**src/mcbd_pkg.sv**
```systemverilog
// package for the multi-channel byte deframer
// holds sizes, codes, register reset values and the event type; no dependencies
package mcbd_pkg;

    localparam int MAX_PAYLOAD = 32;
    localparam int CHANNELS    = 4;
    localparam int NUM_REGS    = 4;

    localparam int BYTE_W    = 8;
    localparam int PAT_W     = 24;
    localparam int CH_W      = 2;
    localparam int KIND_W    = 2;
    localparam int POS_W     = 6;
    localparam int PHASE_W   = 2;
    localparam int CNT_W     = $clog2(MAX_PAYLOAD + 1);
    localparam int CFG_IDX_W = 3;
    localparam int REG_SEL_W = $clog2(NUM_REGS);

    localparam logic [PHASE_W-1:0] PH_HUNT = 2'd0;
    localparam logic [PHASE_W-1:0] PH_HDR2 = 2'd1;
    localparam logic [PHASE_W-1:0] PH_DATA = 2'd2;

    localparam logic [KIND_W-1:0] EVT_BYTE  = 2'd0;
    localparam logic [KIND_W-1:0] EVT_FRAME = 2'd1;
    localparam logic [KIND_W-1:0] EVT_DROP  = 2'd2;

    localparam logic [CFG_IDX_W-1:0] REG_CHAN0 = 3'd0;
    localparam logic [CFG_IDX_W-1:0] REG_CHAN1 = 3'd1;
    localparam logic [CFG_IDX_W-1:0] REG_CHAN2 = 3'd2;
    localparam logic [CFG_IDX_W-1:0] REG_CHAN3 = 3'd3;

    localparam logic [PAT_W-1:0] PAT_RESET [NUM_REGS] = '{
        24'h550200, 24'h1001FF, 24'h1002FF, 24'h0203FF
    };

    typedef struct packed {
        logic              valid;
        logic [KIND_W-1:0] kind;
        logic [POS_W-1:0]  pos;
        logic [BYTE_W-1:0] data;
    } t_evt;

endpackage

```
**src/mcbd_if.sv**
```systemverilog
// channel interfaces of the deframer: received bytes, events, register writes
// depends on mcbd_pkg
interface mcbd_byte_if import mcbd_pkg::*; ();
    logic              valid;
    logic              ready;
    logic [BYTE_W-1:0] rx_byte;
    modport source (output valid, output rx_byte, input ready);
    modport sink   (input valid, input rx_byte, output ready);
endinterface

interface mcbd_evt_if import mcbd_pkg::*; ();
    logic              valid;
    logic              ready;
    logic [CH_W-1:0]   channel;
    logic [KIND_W-1:0] event_kind;
    logic [POS_W-1:0]  position_or_length;
    logic [BYTE_W-1:0] payload_byte;
    logic              last_event;
    modport source (output valid, output channel, output event_kind,
                    output position_or_length, output payload_byte,
                    output last_event, input ready);
    modport sink   (input valid, input channel, input event_kind,
                    input position_or_length, input payload_byte,
                    input last_event, output ready);
endinterface

interface mcbd_cfg_if import mcbd_pkg::*; ();
    logic                 valid;
    logic                 ready;
    logic [CFG_IDX_W-1:0] index;
    logic [PAT_W-1:0]     data;
    modport source (output valid, output index, output data, input ready);
    modport sink   (input valid, input index, input data, output ready);
endinterface

```
**src/mcbd_cfg_regs.sv**
```systemverilog
// pattern registers, one per channel, written through the config channel
// depends on mcbd_pkg and mcbd_if
module mcbd_cfg_regs import mcbd_pkg::*; (
    input  logic             i_clk,
    input  logic             i_rst_n,
    mcbd_cfg_if.sink         i_cfg,
    output logic [PAT_W-1:0] o_pat [NUM_REGS]
);

    logic [PAT_W-1:0] r_pat [NUM_REGS];

    assign i_cfg.ready = 1'b1;
    assign o_pat       = r_pat;

    always_ff @(posedge i_clk) begin
        if (!i_rst_n) begin
            r_pat <= PAT_RESET;
        end else if (i_cfg.valid && (i_cfg.index < CFG_IDX_W'(NUM_REGS))) begin
            r_pat[i_cfg.index[REG_SEL_W-1:0]] <= i_cfg.data;
        end
    end

endmodule

```
**src/mcbd_chan.sv**
```systemverilog
// one deframer channel: header hunt, payload count and event generation
// depends on mcbd_pkg
module mcbd_chan import mcbd_pkg::*; (
    input  logic              i_clk,
    input  logic              i_rst_n,
    input  logic              i_adv,
    input  logic [BYTE_W-1:0] i_byte,
    input  logic [PAT_W-1:0]  i_pat,
    output t_evt              o_evt
);

    logic [PHASE_W-1:0] r_phase, n_phase;
    logic [CNT_W-1:0]   r_cnt, n_cnt;
    logic [BYTE_W-1:0]  h1, h2, tl;

    assign h1 = i_pat[23:16];
    assign h2 = i_pat[15:8];
    assign tl = i_pat[7:0];

    always_comb begin
        o_evt   = '0;
        n_phase = r_phase;
        n_cnt   = r_cnt;
        case (r_phase)
            PH_HDR2: begin
                n_phase = (i_byte == h2) ? PH_DATA : PH_HUNT;
            end
            PH_DATA: begin
                o_evt.valid = 1'b1;
                if (i_byte == tl) begin
                    o_evt.kind = EVT_FRAME;
                    o_evt.pos  = POS_W'(r_cnt);
                    n_cnt      = '0;
                    n_phase    = PH_HUNT;
                end else if (r_cnt < CNT_W'(MAX_PAYLOAD)) begin
                    o_evt.kind = EVT_BYTE;
                    o_evt.pos  = POS_W'(r_cnt);
                    o_evt.data = i_byte;
                    n_cnt      = r_cnt + 1'b1;
                end else begin
                    o_evt.kind = EVT_DROP;
                    o_evt.pos  = POS_W'(MAX_PAYLOAD);
                    o_evt.data = i_byte;
                end
            end
            default: begin
                n_phase = (i_byte == h1) ? PH_HDR2 : PH_HUNT;
            end
        endcase
    end

    always_ff @(posedge i_clk) begin
        if (!i_rst_n) begin
            r_phase <= PH_HUNT;
            r_cnt   <= '0;
        end else if (i_adv) begin
            r_phase <= n_phase;
            r_cnt   <= n_cnt;
        end
    end

endmodule

```
**src/mcbd_evt_queue.sv**
```systemverilog
// holds the event set of one byte and sends its events out one per cycle while o_evt is ready,
// lowest channel first, through the output register; depends on mcbd_pkg, mcbd_if
module mcbd_evt_queue import mcbd_pkg::*; (
    input  logic                i_clk,
    input  logic                i_rst_n,
    input  logic                i_in_valid,
    input  t_evt [CHANNELS-1:0] i_evts,
    output logic                o_take,
    mcbd_evt_if.source          o_evt
);

    logic [CHANNELS-1:0] r_mask, n_mask, pick_oh, rem;
    t_evt                r_slot [CHANNELS];
    logic [CH_W-1:0]     pick_idx;
    logic                out_free, out_load, set_free;

    logic              r_out_valid;
    logic [CH_W-1:0]   r_out_ch;
    logic [KIND_W-1:0] r_out_kind;
    logic [POS_W-1:0]  r_out_pos;
    logic [BYTE_W-1:0] r_out_data;
    logic              r_out_last;

    assign pick_oh = r_mask & (~r_mask + 1'b1);
    assign rem     = r_mask & ~pick_oh;

    always_comb begin
        pick_idx = '0;
        for (int c = CHANNELS - 1; c >= 0; c--) begin
            if (r_mask[c]) begin
                pick_idx = CH_W'(c);
            end
        end
    end

    assign out_free = !r_out_valid || o_evt.ready;
    assign out_load = (|r_mask) && out_free;
    assign set_free = (r_mask == '0) || (out_load && (rem == '0));
    assign o_take   = i_in_valid && set_free;

    always_comb begin
        n_mask = r_mask;
        if (out_load) begin
            n_mask = rem;
        end
        if (o_take) begin
            for (int c = 0; c < CHANNELS; c++) begin
                n_mask[c] = i_evts[c].valid;
            end
        end
    end

    always_ff @(posedge i_clk) begin
        if (!i_rst_n) begin
            r_mask      <= '0;
            r_out_valid <= 1'b0;
        end else begin
            r_mask <= n_mask;
            if (out_load) begin
                r_out_valid <= 1'b1;
            end else if (o_evt.ready) begin
                r_out_valid <= 1'b0;
            end
        end
    end

    always_ff @(posedge i_clk) begin
        if (o_take) begin
            for (int c = 0; c < CHANNELS; c++) begin
                r_slot[c] <= i_evts[c];
            end
        end
        if (out_load) begin
            r_out_ch   <= pick_idx;
            r_out_kind <= r_slot[pick_idx].kind;
            r_out_pos  <= r_slot[pick_idx].pos;
            r_out_data <= r_slot[pick_idx].data;
            r_out_last <= (rem == '0);
        end
    end

    assign o_evt.valid              = r_out_valid;
    assign o_evt.channel            = r_out_ch;
    assign o_evt.event_kind         = r_out_kind;
    assign o_evt.position_or_length = r_out_pos;
    assign o_evt.payload_byte       = r_out_data;
    assign o_evt.last_event         = r_out_last;

    // events of one byte leave in ascending channel order with no gap
    a_order: assert property (@(posedge i_clk) disable iff (!i_rst_n)
        (r_out_valid && o_evt.ready && !r_out_last)
            |=> (r_out_valid && (r_out_ch > $past(r_out_ch))))
        else $error("event order broken");

    a_frame_zero: assert property (@(posedge i_clk) disable iff (!i_rst_n)
        (r_out_valid && (r_out_kind == EVT_FRAME)) |-> (r_out_data == '0))
        else $error("frame event carries data");

    a_drop_pos: assert property (@(posedge i_clk) disable iff (!i_rst_n)
        (r_out_valid && (r_out_kind == EVT_DROP)) |-> (r_out_pos == POS_W'(MAX_PAYLOAD)))
        else $error("drop event without saturated count");

endmodule

```
**src/multi_channel_byte_deframer.sv**
```systemverilog
// top level of the multi-channel byte deframer
// depends on mcbd_pkg, mcbd_if, mcbd_cfg_regs, mcbd_chan, mcbd_evt_queue
//
// i_rx carries one received byte per item; four channels watch every byte for
// their own first header, second header and tail, set through i_cfg (index 0
// to 3, 24 bits: first header, second header, tail high to low; other indexes
// are ignored). o_evt carries one event per item: channel, kind (payload byte,
// frame complete, byte dropped past the payload limit), position or length,
// the byte, and a flag on the last event of a byte.
// a byte is held in the input register, its event set is formed from it and
// held in the event slots, and its events then move one at a time into the
// output register.
// throughput: one byte per cycle while each byte raises at most one event and
// o_evt does not stall; a byte raising more than one event holds the event set
// until the single output register has drained them, one event per cycle while o_evt is ready.
// reset clears all channels to hunting with zero count and loads the default
// patterns. when o_evt stalls, events wait in the output register and the
// event set, and i_rx.ready drops once the input register also holds a byte.
module multi_channel_byte_deframer import mcbd_pkg::*; (
    input  logic        i_clk,
    input  logic        i_rst_n,
    mcbd_byte_if.sink   i_rx,
    mcbd_evt_if.source  o_evt,
    mcbd_cfg_if.sink    i_cfg
);

    logic                r_in_valid;
    logic [BYTE_W-1:0]   r_in_byte;
    logic                take;
    logic [PAT_W-1:0]    pat [NUM_REGS];
    t_evt [CHANNELS-1:0] evts;

    assign i_rx.ready = !r_in_valid || take;

    always_ff @(posedge i_clk) begin
        if (!i_rst_n) begin
            r_in_valid <= 1'b0;
        end else if (i_rx.valid && i_rx.ready) begin
            r_in_valid <= 1'b1;
        end else if (take) begin
            r_in_valid <= 1'b0;
        end
    end

    always_ff @(posedge i_clk) begin
        if (i_rx.valid && i_rx.ready) begin
            r_in_byte <= i_rx.rx_byte;
        end
    end

    mcbd_cfg_regs u_cfg (
        .i_clk   (i_clk),
        .i_rst_n (i_rst_n),
        .i_cfg   (i_cfg),
        .o_pat   (pat)
    );

    for (genvar c = 0; c < CHANNELS; c++) begin : g_chan
        mcbd_chan u_chan (
            .i_clk   (i_clk),
            .i_rst_n (i_rst_n),
            .i_adv   (take),
            .i_byte  (r_in_byte),
            .i_pat   (pat[c]),
            .o_evt   (evts[c])
        );
    end

    mcbd_evt_queue u_queue (
        .i_clk      (i_clk),
        .i_rst_n    (i_rst_n),
        .i_in_valid (r_in_valid),
        .i_evts     (evts),
        .o_take     (take),
        .o_evt      (o_evt)
    );

endmodule

```
**src/flat_wrapper.sv**
```systemverilog
// flat-port wrapper written by rule: the top's interface ports become plain ports
module multi_channel_byte_deframer_flat import mcbd_pkg::*;
  (i_clk, i_rst_n, i_rx_valid, i_rx_rx_byte, i_rx_ready, o_evt_valid, o_evt_channel, o_evt_event_kind, o_evt_position_or_length, o_evt_payload_byte, o_evt_last_event, o_evt_ready, i_cfg_valid, i_cfg_index, i_cfg_data, i_cfg_ready);
  mcbd_byte_if i_rx_i ();
  mcbd_evt_if o_evt_i ();
  mcbd_cfg_if i_cfg_i ();
  input  logic i_clk;
  input  logic i_rst_n;
  input wire logic [$bits(i_rx_i.valid)-1:0] i_rx_valid;
  input wire logic [$bits(i_rx_i.rx_byte)-1:0] i_rx_rx_byte;
  output wire logic [$bits(i_rx_i.ready)-1:0] i_rx_ready;
  output wire logic [$bits(o_evt_i.valid)-1:0] o_evt_valid;
  output wire logic [$bits(o_evt_i.channel)-1:0] o_evt_channel;
  output wire logic [$bits(o_evt_i.event_kind)-1:0] o_evt_event_kind;
  output wire logic [$bits(o_evt_i.position_or_length)-1:0] o_evt_position_or_length;
  output wire logic [$bits(o_evt_i.payload_byte)-1:0] o_evt_payload_byte;
  output wire logic [$bits(o_evt_i.last_event)-1:0] o_evt_last_event;
  input wire logic [$bits(o_evt_i.ready)-1:0] o_evt_ready;
  input wire logic [$bits(i_cfg_i.valid)-1:0] i_cfg_valid;
  input wire logic [$bits(i_cfg_i.index)-1:0] i_cfg_index;
  input wire logic [$bits(i_cfg_i.data)-1:0] i_cfg_data;
  output wire logic [$bits(i_cfg_i.ready)-1:0] i_cfg_ready;
  assign i_rx_i.valid = i_rx_valid;
  assign i_rx_i.rx_byte = i_rx_rx_byte;
  assign i_rx_ready = i_rx_i.ready;
  assign o_evt_valid = o_evt_i.valid;
  assign o_evt_channel = o_evt_i.channel;
  assign o_evt_event_kind = o_evt_i.event_kind;
  assign o_evt_position_or_length = o_evt_i.position_or_length;
  assign o_evt_payload_byte = o_evt_i.payload_byte;
  assign o_evt_last_event = o_evt_i.last_event;
  assign o_evt_i.ready = o_evt_ready;
  assign i_cfg_i.valid = i_cfg_valid;
  assign i_cfg_i.index = i_cfg_index;
  assign i_cfg_i.data = i_cfg_data;
  assign i_cfg_ready = i_cfg_i.ready;
  multi_channel_byte_deframer u_core (.i_clk(i_clk), .i_rst_n(i_rst_n), .i_rx(i_rx_i), .o_evt(o_evt_i), .i_cfg(i_cfg_i));
endmodule
```
**config.mk**
```make
export PLATFORM = sky130hd
export DESIGN_NAME = multi_channel_byte_deframer_flat
export DESIGN_NICKNAME = d
export VERILOG_FILES = /design/src/mcbd_pkg.sv /design/src/mcbd_if.sv /design/src/mcbd_cfg_regs.sv /design/src/mcbd_chan.sv /design/src/mcbd_evt_queue.sv /design/src/multi_channel_byte_deframer.sv /design/src/flat_wrapper.sv
export SDC_FILE = /design/constraint.sdc
export NUM_CORES = 1
export LEC_CHECK = 0
export ABC_AREA = 1
export BUFFER_PORTS_ARGS = -buffer_cell sky130_fd_sc_hd__buf_2
export CAP_MARGIN = 20
export CORE_UTILIZATION = 55
export CTS_CLUSTER_DIAMETER = 60
export CTS_CLUSTER_SIZE = 10
export DETAILED_ROUTE_END_ITERATION = 8
export GPL_TIMING_DRIVEN = 0
export PLACE_DENSITY_LB_ADDON = 0.12
export RECOVER_POWER = 100
export SLEW_MARGIN = 20
export SYNTH_ARGS = -nofsm -noshare
export SYNTH_HDL_FRONTEND = slang
export SYNTH_SLANG_ARGS = --single-unit
export TNS_END_PERCENT = 50
```
**constraint.sdc**
```tcl
create_clock -name i_clk -period 1.8 [get_ports i_clk]
set_clock_uncertainty 0.05 [all_clocks]
set_input_delay 0.36 -clock i_clk [delete_from_list [all_inputs] [get_ports i_clk]]
set_output_delay 0.36 -clock i_clk [all_outputs]
set_load 0.02 [all_outputs]
```
==> results.yml, run 1 <==
global_routing:
  grt_pass1_vias: 9083
  gr-usage-all-layers_pct: 30.7
  grt_pass1_wl_mm: 47.3
  grt_max_degree: 38
  grt_remaining_overflow: 0
  antenna_found_initial: 0
die:
  io_pins: 62
  initial_utilization_pct: 56.6
  die_h_um: 141
  fp.dieW_um: 141
  rows: 50
  coreArea_sq_um: 18800
  die_area_sq_um: 19900
critical_path:
  path_max_fanout: 5
  arrival_ps: 1570
  critPathRequiredTime_ps: 1390
  endpoint_kind: "output port"
  cp-start-kind: "flip-flop"
  criticalPathCategory: "reg -> out"
pwr:
  peakVddDrop_mv: 0.792
  power.density_nw_per_um2: 1100
  p_leak_nw: 5.77
layout:
  area_delta_synth_final_pct: 25.3
  final_nets: 1578
  final_cells: 1801
  drive_above_1_share_pct: 19.8
  final_common_cell: "nand2_1"
  most-common-layout-cells: "282 x nand2_1, 221 x nor2_1, 134 x inv_1"
  fin_util_pct: 70.9
synth:
  syn_avg_cell_area_sq_um: 7.79
  synth_cells: 1369
  ys_seq_elements: 225
  synth_edf_count: 91
  syn-cell-area_sq_um: 10700
  seq_area_frac_synth_pct: 50.8
  synth_flop_cell: "dfxtp_1"
  yosysTopAreaCell: "edfxtp_1"
  yosysTopAreaCellShare_pct: 25.6
  ys_types: 37
  synthTopCellsByArea: "edfxtp_1 26%, dfxtp_1 25%, nand2_1 11%"
  synth_warnings: 0
  synthArstFlopShare_pct: 0
  syn_nets: 1421
cts:
  cts_root_buf: "clkbuf_16"
  cts_tree: "built"
  clk_pin_slew_worst_paths_ps: 60
  h-tree-depth: 1
  cts.sinks: 225
  numCtsBuffers: 26
  clkLatencyLatePin_ps: 530
  clock_path_buffers: 3
sta:
  finalCriticalPeriod_ps: 1980
  finalSetupTns_ps: -2170
  setup_violations: 72
  rsz0062_at_grt: "true"
  slew_violations: 0
  holdWs_ps: 57.2
  max_slew.worst_pin.slew_ps: 684
  period_share_pct: 110
  hold_violations: 0
  slew_headroom_pct: 54.4
  max_freq_ghz: 0.505
  finalWorstSetupSlack_ps: -179
detailed_routing:
  drc: 0
  route.detailed.wl_per_inst_um: 17.5
  via_count: 9841
  via_per_inst: 5.46
  final_antenna_net_count: 0
  drt-total-wl_mm: 31.5
  dr.pass1.iters: 6
  initialDrtViolationCount: 971
hold_path:
  hp-class: "in -> reg"
outcome:
  outcome: "finished, violations left"
  violations: "negative setup slack"
job:
  drv_cap: 0
place:
  routabilityCongestion: 0.941
  hpwl_mm: 20.7
  port-buffer-count: 59
  placed_cells: 1688
  pre_cts_ws_ps: -754
power by group:
| part | switching, mW | internal (mW) |
|---|---|---|
| clock network | 1.99 | 2.82 |
| logic | 2.31 | 1.26 |
| registers | 0.278 | 6.04 |
| total | 4.59 | 10.1 |
cells in the mapped netlist (6+ instances only):
cell type  count
buf_4          9
o21ai_0      101
nor2_2         6
nand2_1      316
nor3_1        16
inv_1        146
xnor2_1        9
inv_2          8
clkbuf_1      34
nand3_1       51
xor2_1        22
dfxtp_1      134
buf_2          9
edfxtp_1      91
ha_1          12
a21oi_1       56
o211ai_1      31
nor2_1       248
o22ai_1       28
worst paths after layout:
kind                                               start                          end  slack [ps]  depth (start not counted)
worst min-delay path                       i_cfg_data[7]       u_core.u_cfg.o_pat[55]          60                          3
worst max-delay path            u_core.u_queue.r_mask[1]                   i_rx_ready        -180                          6
worst max register to register  u_core.u_queue.r_mask[1]  u_core.u_queue.r_slot[1][9]         -50                          8
worst min register to register    u_core.u_cfg.o_pat[22]       u_core.u_cfg.o_pat[22]         420                          2
layout make-up:
cell class / instances / area [sq um]
inverters: 155 / 619
diodes: 1 / 2.50
repair buffers: 130 / 1030
fillers: 1463 / 5480
well taps: 260 / 325
flip-flops and latches: 225 / 5430
clock buffers: 42 / 753
multi-input cells: 933 / 4800
plain buffers: 55 / 395
flip-flops by register name, indices dropped and copies added, names as in the netlist:
register                                 count
u_core.u_queue.r_slot                       64
u_core.u_queue.r_mask                        4
u_core.u_queue.o_evt.payload_byte            8
u_core.g_chan.u_chan.r_cnt                  24
u_core.u_queue.o_evt.position_or_length      6
u_core.r_in_valid                            1
u_core.g_chan.u_chan.r_phase                 8
u_core.u_queue.o_evt.channel                 2
u_core.r_in_byte                             8
u_core.u_queue.o_evt.last_event              1
u_core.u_queue.o_evt.event_kind              2
u_core.u_cfg.o_pat                          96
u_core.u_queue.o_evt.valid                   1
through the flow:
stage          power, mW  area (sq um)
2_1_floorplan       8.18         10700
3_3_place_gp        9.13         11300
3_5_place_dp        9.17         11300
4_1_cts             14.2         12500
5_1_grt             15.3         13400
6_report            14.7         13400
metal layers:
layer  global-route usage [%]  part of all wire, %
met3                     3.94                  7.4
met2                     52.8                   48
met5                        0                    0
met1                     38.4                   40
met4                     14.3                  4.7
worst max-delay path, cell delays in order, from the launching register on:
cell	delay, ps
dfxtp_4	360
nor2_4	170
nand2_2	90
nand2_4	90
nand3_4	100
nand3_2	100
buf_6	130
logic make-up after synthesis:
kind of cell,count (synthesis),synth area share [%]
xor+xnor,31,2.55
compound gates,223,11.7
flops,225,50.8
simple gates,665,25.4
other cells,1,0.0352
fa+ha+maj,12,1.41
buf+inv,212,8.10
timing repair:
item / CTS / global route
pin swaps: 11 / 67
endpoints found under the setup margin: 168 / 177
resized for setup: 67 / 145
hold buffers: 8 / 0
hold endpoints to repair: 8 / 0
buffers inserted: 19 / 38
cloned: 1 / 7
Power figures use the tool's default switching activity.
==> run 2: changes to the inputs <==
--- a/config.mk
+++ b/config.mk
@@ -5,7 +5,6 @@
 export SDC_FILE = /design/constraint.sdc
 export NUM_CORES = 1
 export LEC_CHECK = 0
-export ABC_AREA = 1
 export BUFFER_PORTS_ARGS = -buffer_cell sky130_fd_sc_hd__buf_2
 export CAP_MARGIN = 20
 export CORE_UTILIZATION = 55
==> run 2 against run 1 <==
Compared with the run above:
- the flow still finishes with violations (negative setup slack)
- first-iteration DRC count decreased by 27%
- synthesized area down 4.5%
- hold slack improved by 7.5 ps
- worst setup slack worse by 170 ps
- clock power hardly changed
- final cell count fell by 16%
==> results.yml, run 2 <==
layout:
  nFillCells: 1252
  final_area_sq_um: 13300
  final_nets: 1314
  largest_reg_flops: 96
  most-common-layout-cells: "283 x nand2_1, 129 x dfxtp_1, 91 x edfxtp_1"
  area_delta_synth_final_pct: 31.1
  drive_above_1_share_pct: 24.7
  multi_input_area_sq_um: 5140
  regArea_sq_um: 5430
  n_antenna_cell: 0
  final_common_cell: "nand2_1"
global_routing:
  grt_pass1_wl_mm: 43.0
  grt_max_degree: 20
  gr-usage-all-layers_pct: 28.4
  grt_remaining_overflow: 0
  grt_pass1_vias: 8141
  antenna_found_initial: 0
critical_path:
  cp-start-kind: "flip-flop"
  endpoint_kind: "output port"
  critPathRequiredTime_ps: 1390
  criticalPathCategory: "reg -> out"
  r2r_cells: 8
  arrival_ps: 1740
  path_max_fanout: 3
cts:
  clkLatencyLatePin_ps: 520
  h-tree-depth: 1
  clock_path_buffers: 3
  clk_pin_slew_worst_paths_ps: 60
  numCtsBuffers: 26
  cts_root_buf: "clkbuf_16"
  cts.sinks: 225
  cts_tree: "built"
sta:
  finalSetupTns_ps: -23910
  setup_violations: 173
  finalWorstSetupSlack_ps: -346
  slew_headroom_pct: 37.0
  max_slew.worst_pin.slew_ps: 938
  max_freq_ghz: 0.466
  period_share_pct: 119
  rsz0062_at_grt: "true"
  slew_violations: 0
  finalCriticalPeriod_ps: 2150
  hold_violations: 0
pwr:
  p_leak_nw: 5.04
  power.density_nw_per_um2: 836
  peakVddDrop_mv: 0.805
place:
  pre_cts_ws_ps: -926
  dpl-instance-area_sq_um: 10800
  hpwl_mm: 17.4
  port-buffer-count: 59
  routabilityCongestion: 0.894
die:
  die_h_um: 138
  die_area_sq_um: 19100
  rows: 49
  initial_utilization_pct: 56.5
  fp.dieW_um: 138
  io_pins: 62
  coreArea_sq_um: 18000
detailed_routing:
  final_antenna_net_count: 0
  initialDrtViolationCount: 704
  drc: 0
  drt-total-wl_mm: 28.6
  via_count: 8584
  dr.pass1.iters: 6
  route.detailed.wl_per_inst_um: 19.0
  via_per_inst: 5.71
outcome:
  outcome: "finished, violations left"
  violations: "negative setup slack"
synth:
  synth_common_cells: "301 x nand2_1, 134 x dfxtp_1, 91 x edfxtp_1"
  ys_seq_elements: 225
  ys_types: 62
  synth_cells: 1102
  syn_avg_cell_area_sq_um: 9.24
  synthArstFlopShare_pct: 0
  synth_edf_count: 91
  synth_warnings: 0
  yosysTopAreaCellShare_pct: 26.8
  synth_flop_cell: "dfxtp_1"
  syn_nets: 1154
  yosysTopAreaCell: "edfxtp_1"
  synthTopCellsByArea: "edfxtp_1 27%, dfxtp_1 26%, nand2_1 11%"
  syn-cell-area_sq_um: 10200
  yosysMostFrequentCell: "nand2_1"
  seq_area_frac_synth_pct: 53.2
hold_path:
  min_path_cells: 3
  hp-class: "in -> reg"
job:
  drv_cap: 0
[run 2: cell count changes in the layout (fill, tap and decap cells not counted), moves of 14 or more]
| cell | previous run | this run |
|---|---|---|
| nor2_4 | 21 | 0 |
| o211ai_1 | 31 | 1 |
| xor2_1 | 21 | 43 |
| xnor2_1 | 7 | 42 |
| nor2_1 | 221 | 35 |
| o21ai_0 | 95 | 4 |
| o22ai_1 | 27 | 3 |
| and3_4 | 0 | 20 |
| a31oi_1 | 1 | 26 |
| and3_1 | 0 | 21 |
| inv_1 | 134 | 20 |
| nand4_1 | 5 | 19 |
| nand2_2 | 29 | 12 |
[run 2: logic make-up after synthesis]
kind of cell	synth area share, %
XOR/XNOR	8.26
other	0.0368
multiplexers	0.787
adder cells (fa/ha/maj)	1.59
buffers and inverters	3.93
flip-flops	53.2
AO/OA/AOI/OAI	9.03
AND/OR/NAND/NOR	23.2
[run 2: path summary, 6_finish.rpt]
kind / from / end / slack [ps]
setup / recovery: u_core.u_queue.r_mask[2] / i_rx_ready / -350
hold / removal: i_cfg_data[5] / u_core.u_cfg.o_pat[5] / 60
setup reg to reg: u_core.u_queue.r_mask[0] / u_core.g_chan[3].u_chan.r_cnt[4] / -300
hold reg to reg: u_core.u_cfg.o_pat[89] / u_core.u_cfg.o_pat[89] / 420
[run 2: metal layers]
metal	track usage (%)	share of wire [%]	up-vias
met1	36.9	40	4094
met4	11.2	4.2	0
met3	3.50	6.3	78
met5	0	0	-
li1	-	-	4063
met2	48.4	49	349
[run 2: per-stage QoR]
| stage | hold WS [ps] | cells | total power, mW | utilization (%) |
|---|---|---|---|---|
| detailed placement | 409 | 1392 | 6.24 | 60.1 |
| CTS | 32.4 | 1485 | 11.1 | 70.6 |
| floorplan | 398 | 1102 | 6.00 | - |
| global placement | 403 | 1390 | 6.23 | 59.9 |
| global route | 75.8 | 1504 | 11.5 | 74.1 |
| finish | 64.8 | 1504 | 11.2 | 74.1 |
[run 2: timing repair]
action	4_1_cts	5_1_grt
hold buffers	8	0
setup endpoints to repair	181	189
resized for setup	162	90
buffers inserted	46	17
endpoints found under the hold margin	8	0
cloned	3	5
pin swaps	64	44
[run 2: report_power, final]
| part | total (mW) | internal, mW | switching (mW) |
|---|---|---|---|
| sequential | 5.50 | 5.42 | 0.0887 |
| clock | 4.79 | 2.81 | 1.98 |
| combinational | 0.865 | 0.361 | 0.504 |
| total | 11.2 | 8.59 | 2.57 |
[run 2: critical path, cell delays in order (launching register included)]
cell and delay, ps:
dfxtp_4 360, or3_4 420, a21oi_4 160, nor2_2 70, nand2_2 80, buf_6 120
[run 2: cell type report]
type                            instances  share of cell area (%)
Timing Repair inverter                  1                  0.0562
Buffer                                 64                    3.52
Timing Repair Buffer                  138                    8.69
Sequential cell                       225                    40.7
Inverter                               24                   0.750
Multi-Input combinational cell        782                    38.5
Clock buffer                           41                    5.61
Tap cell                              229                    2.15
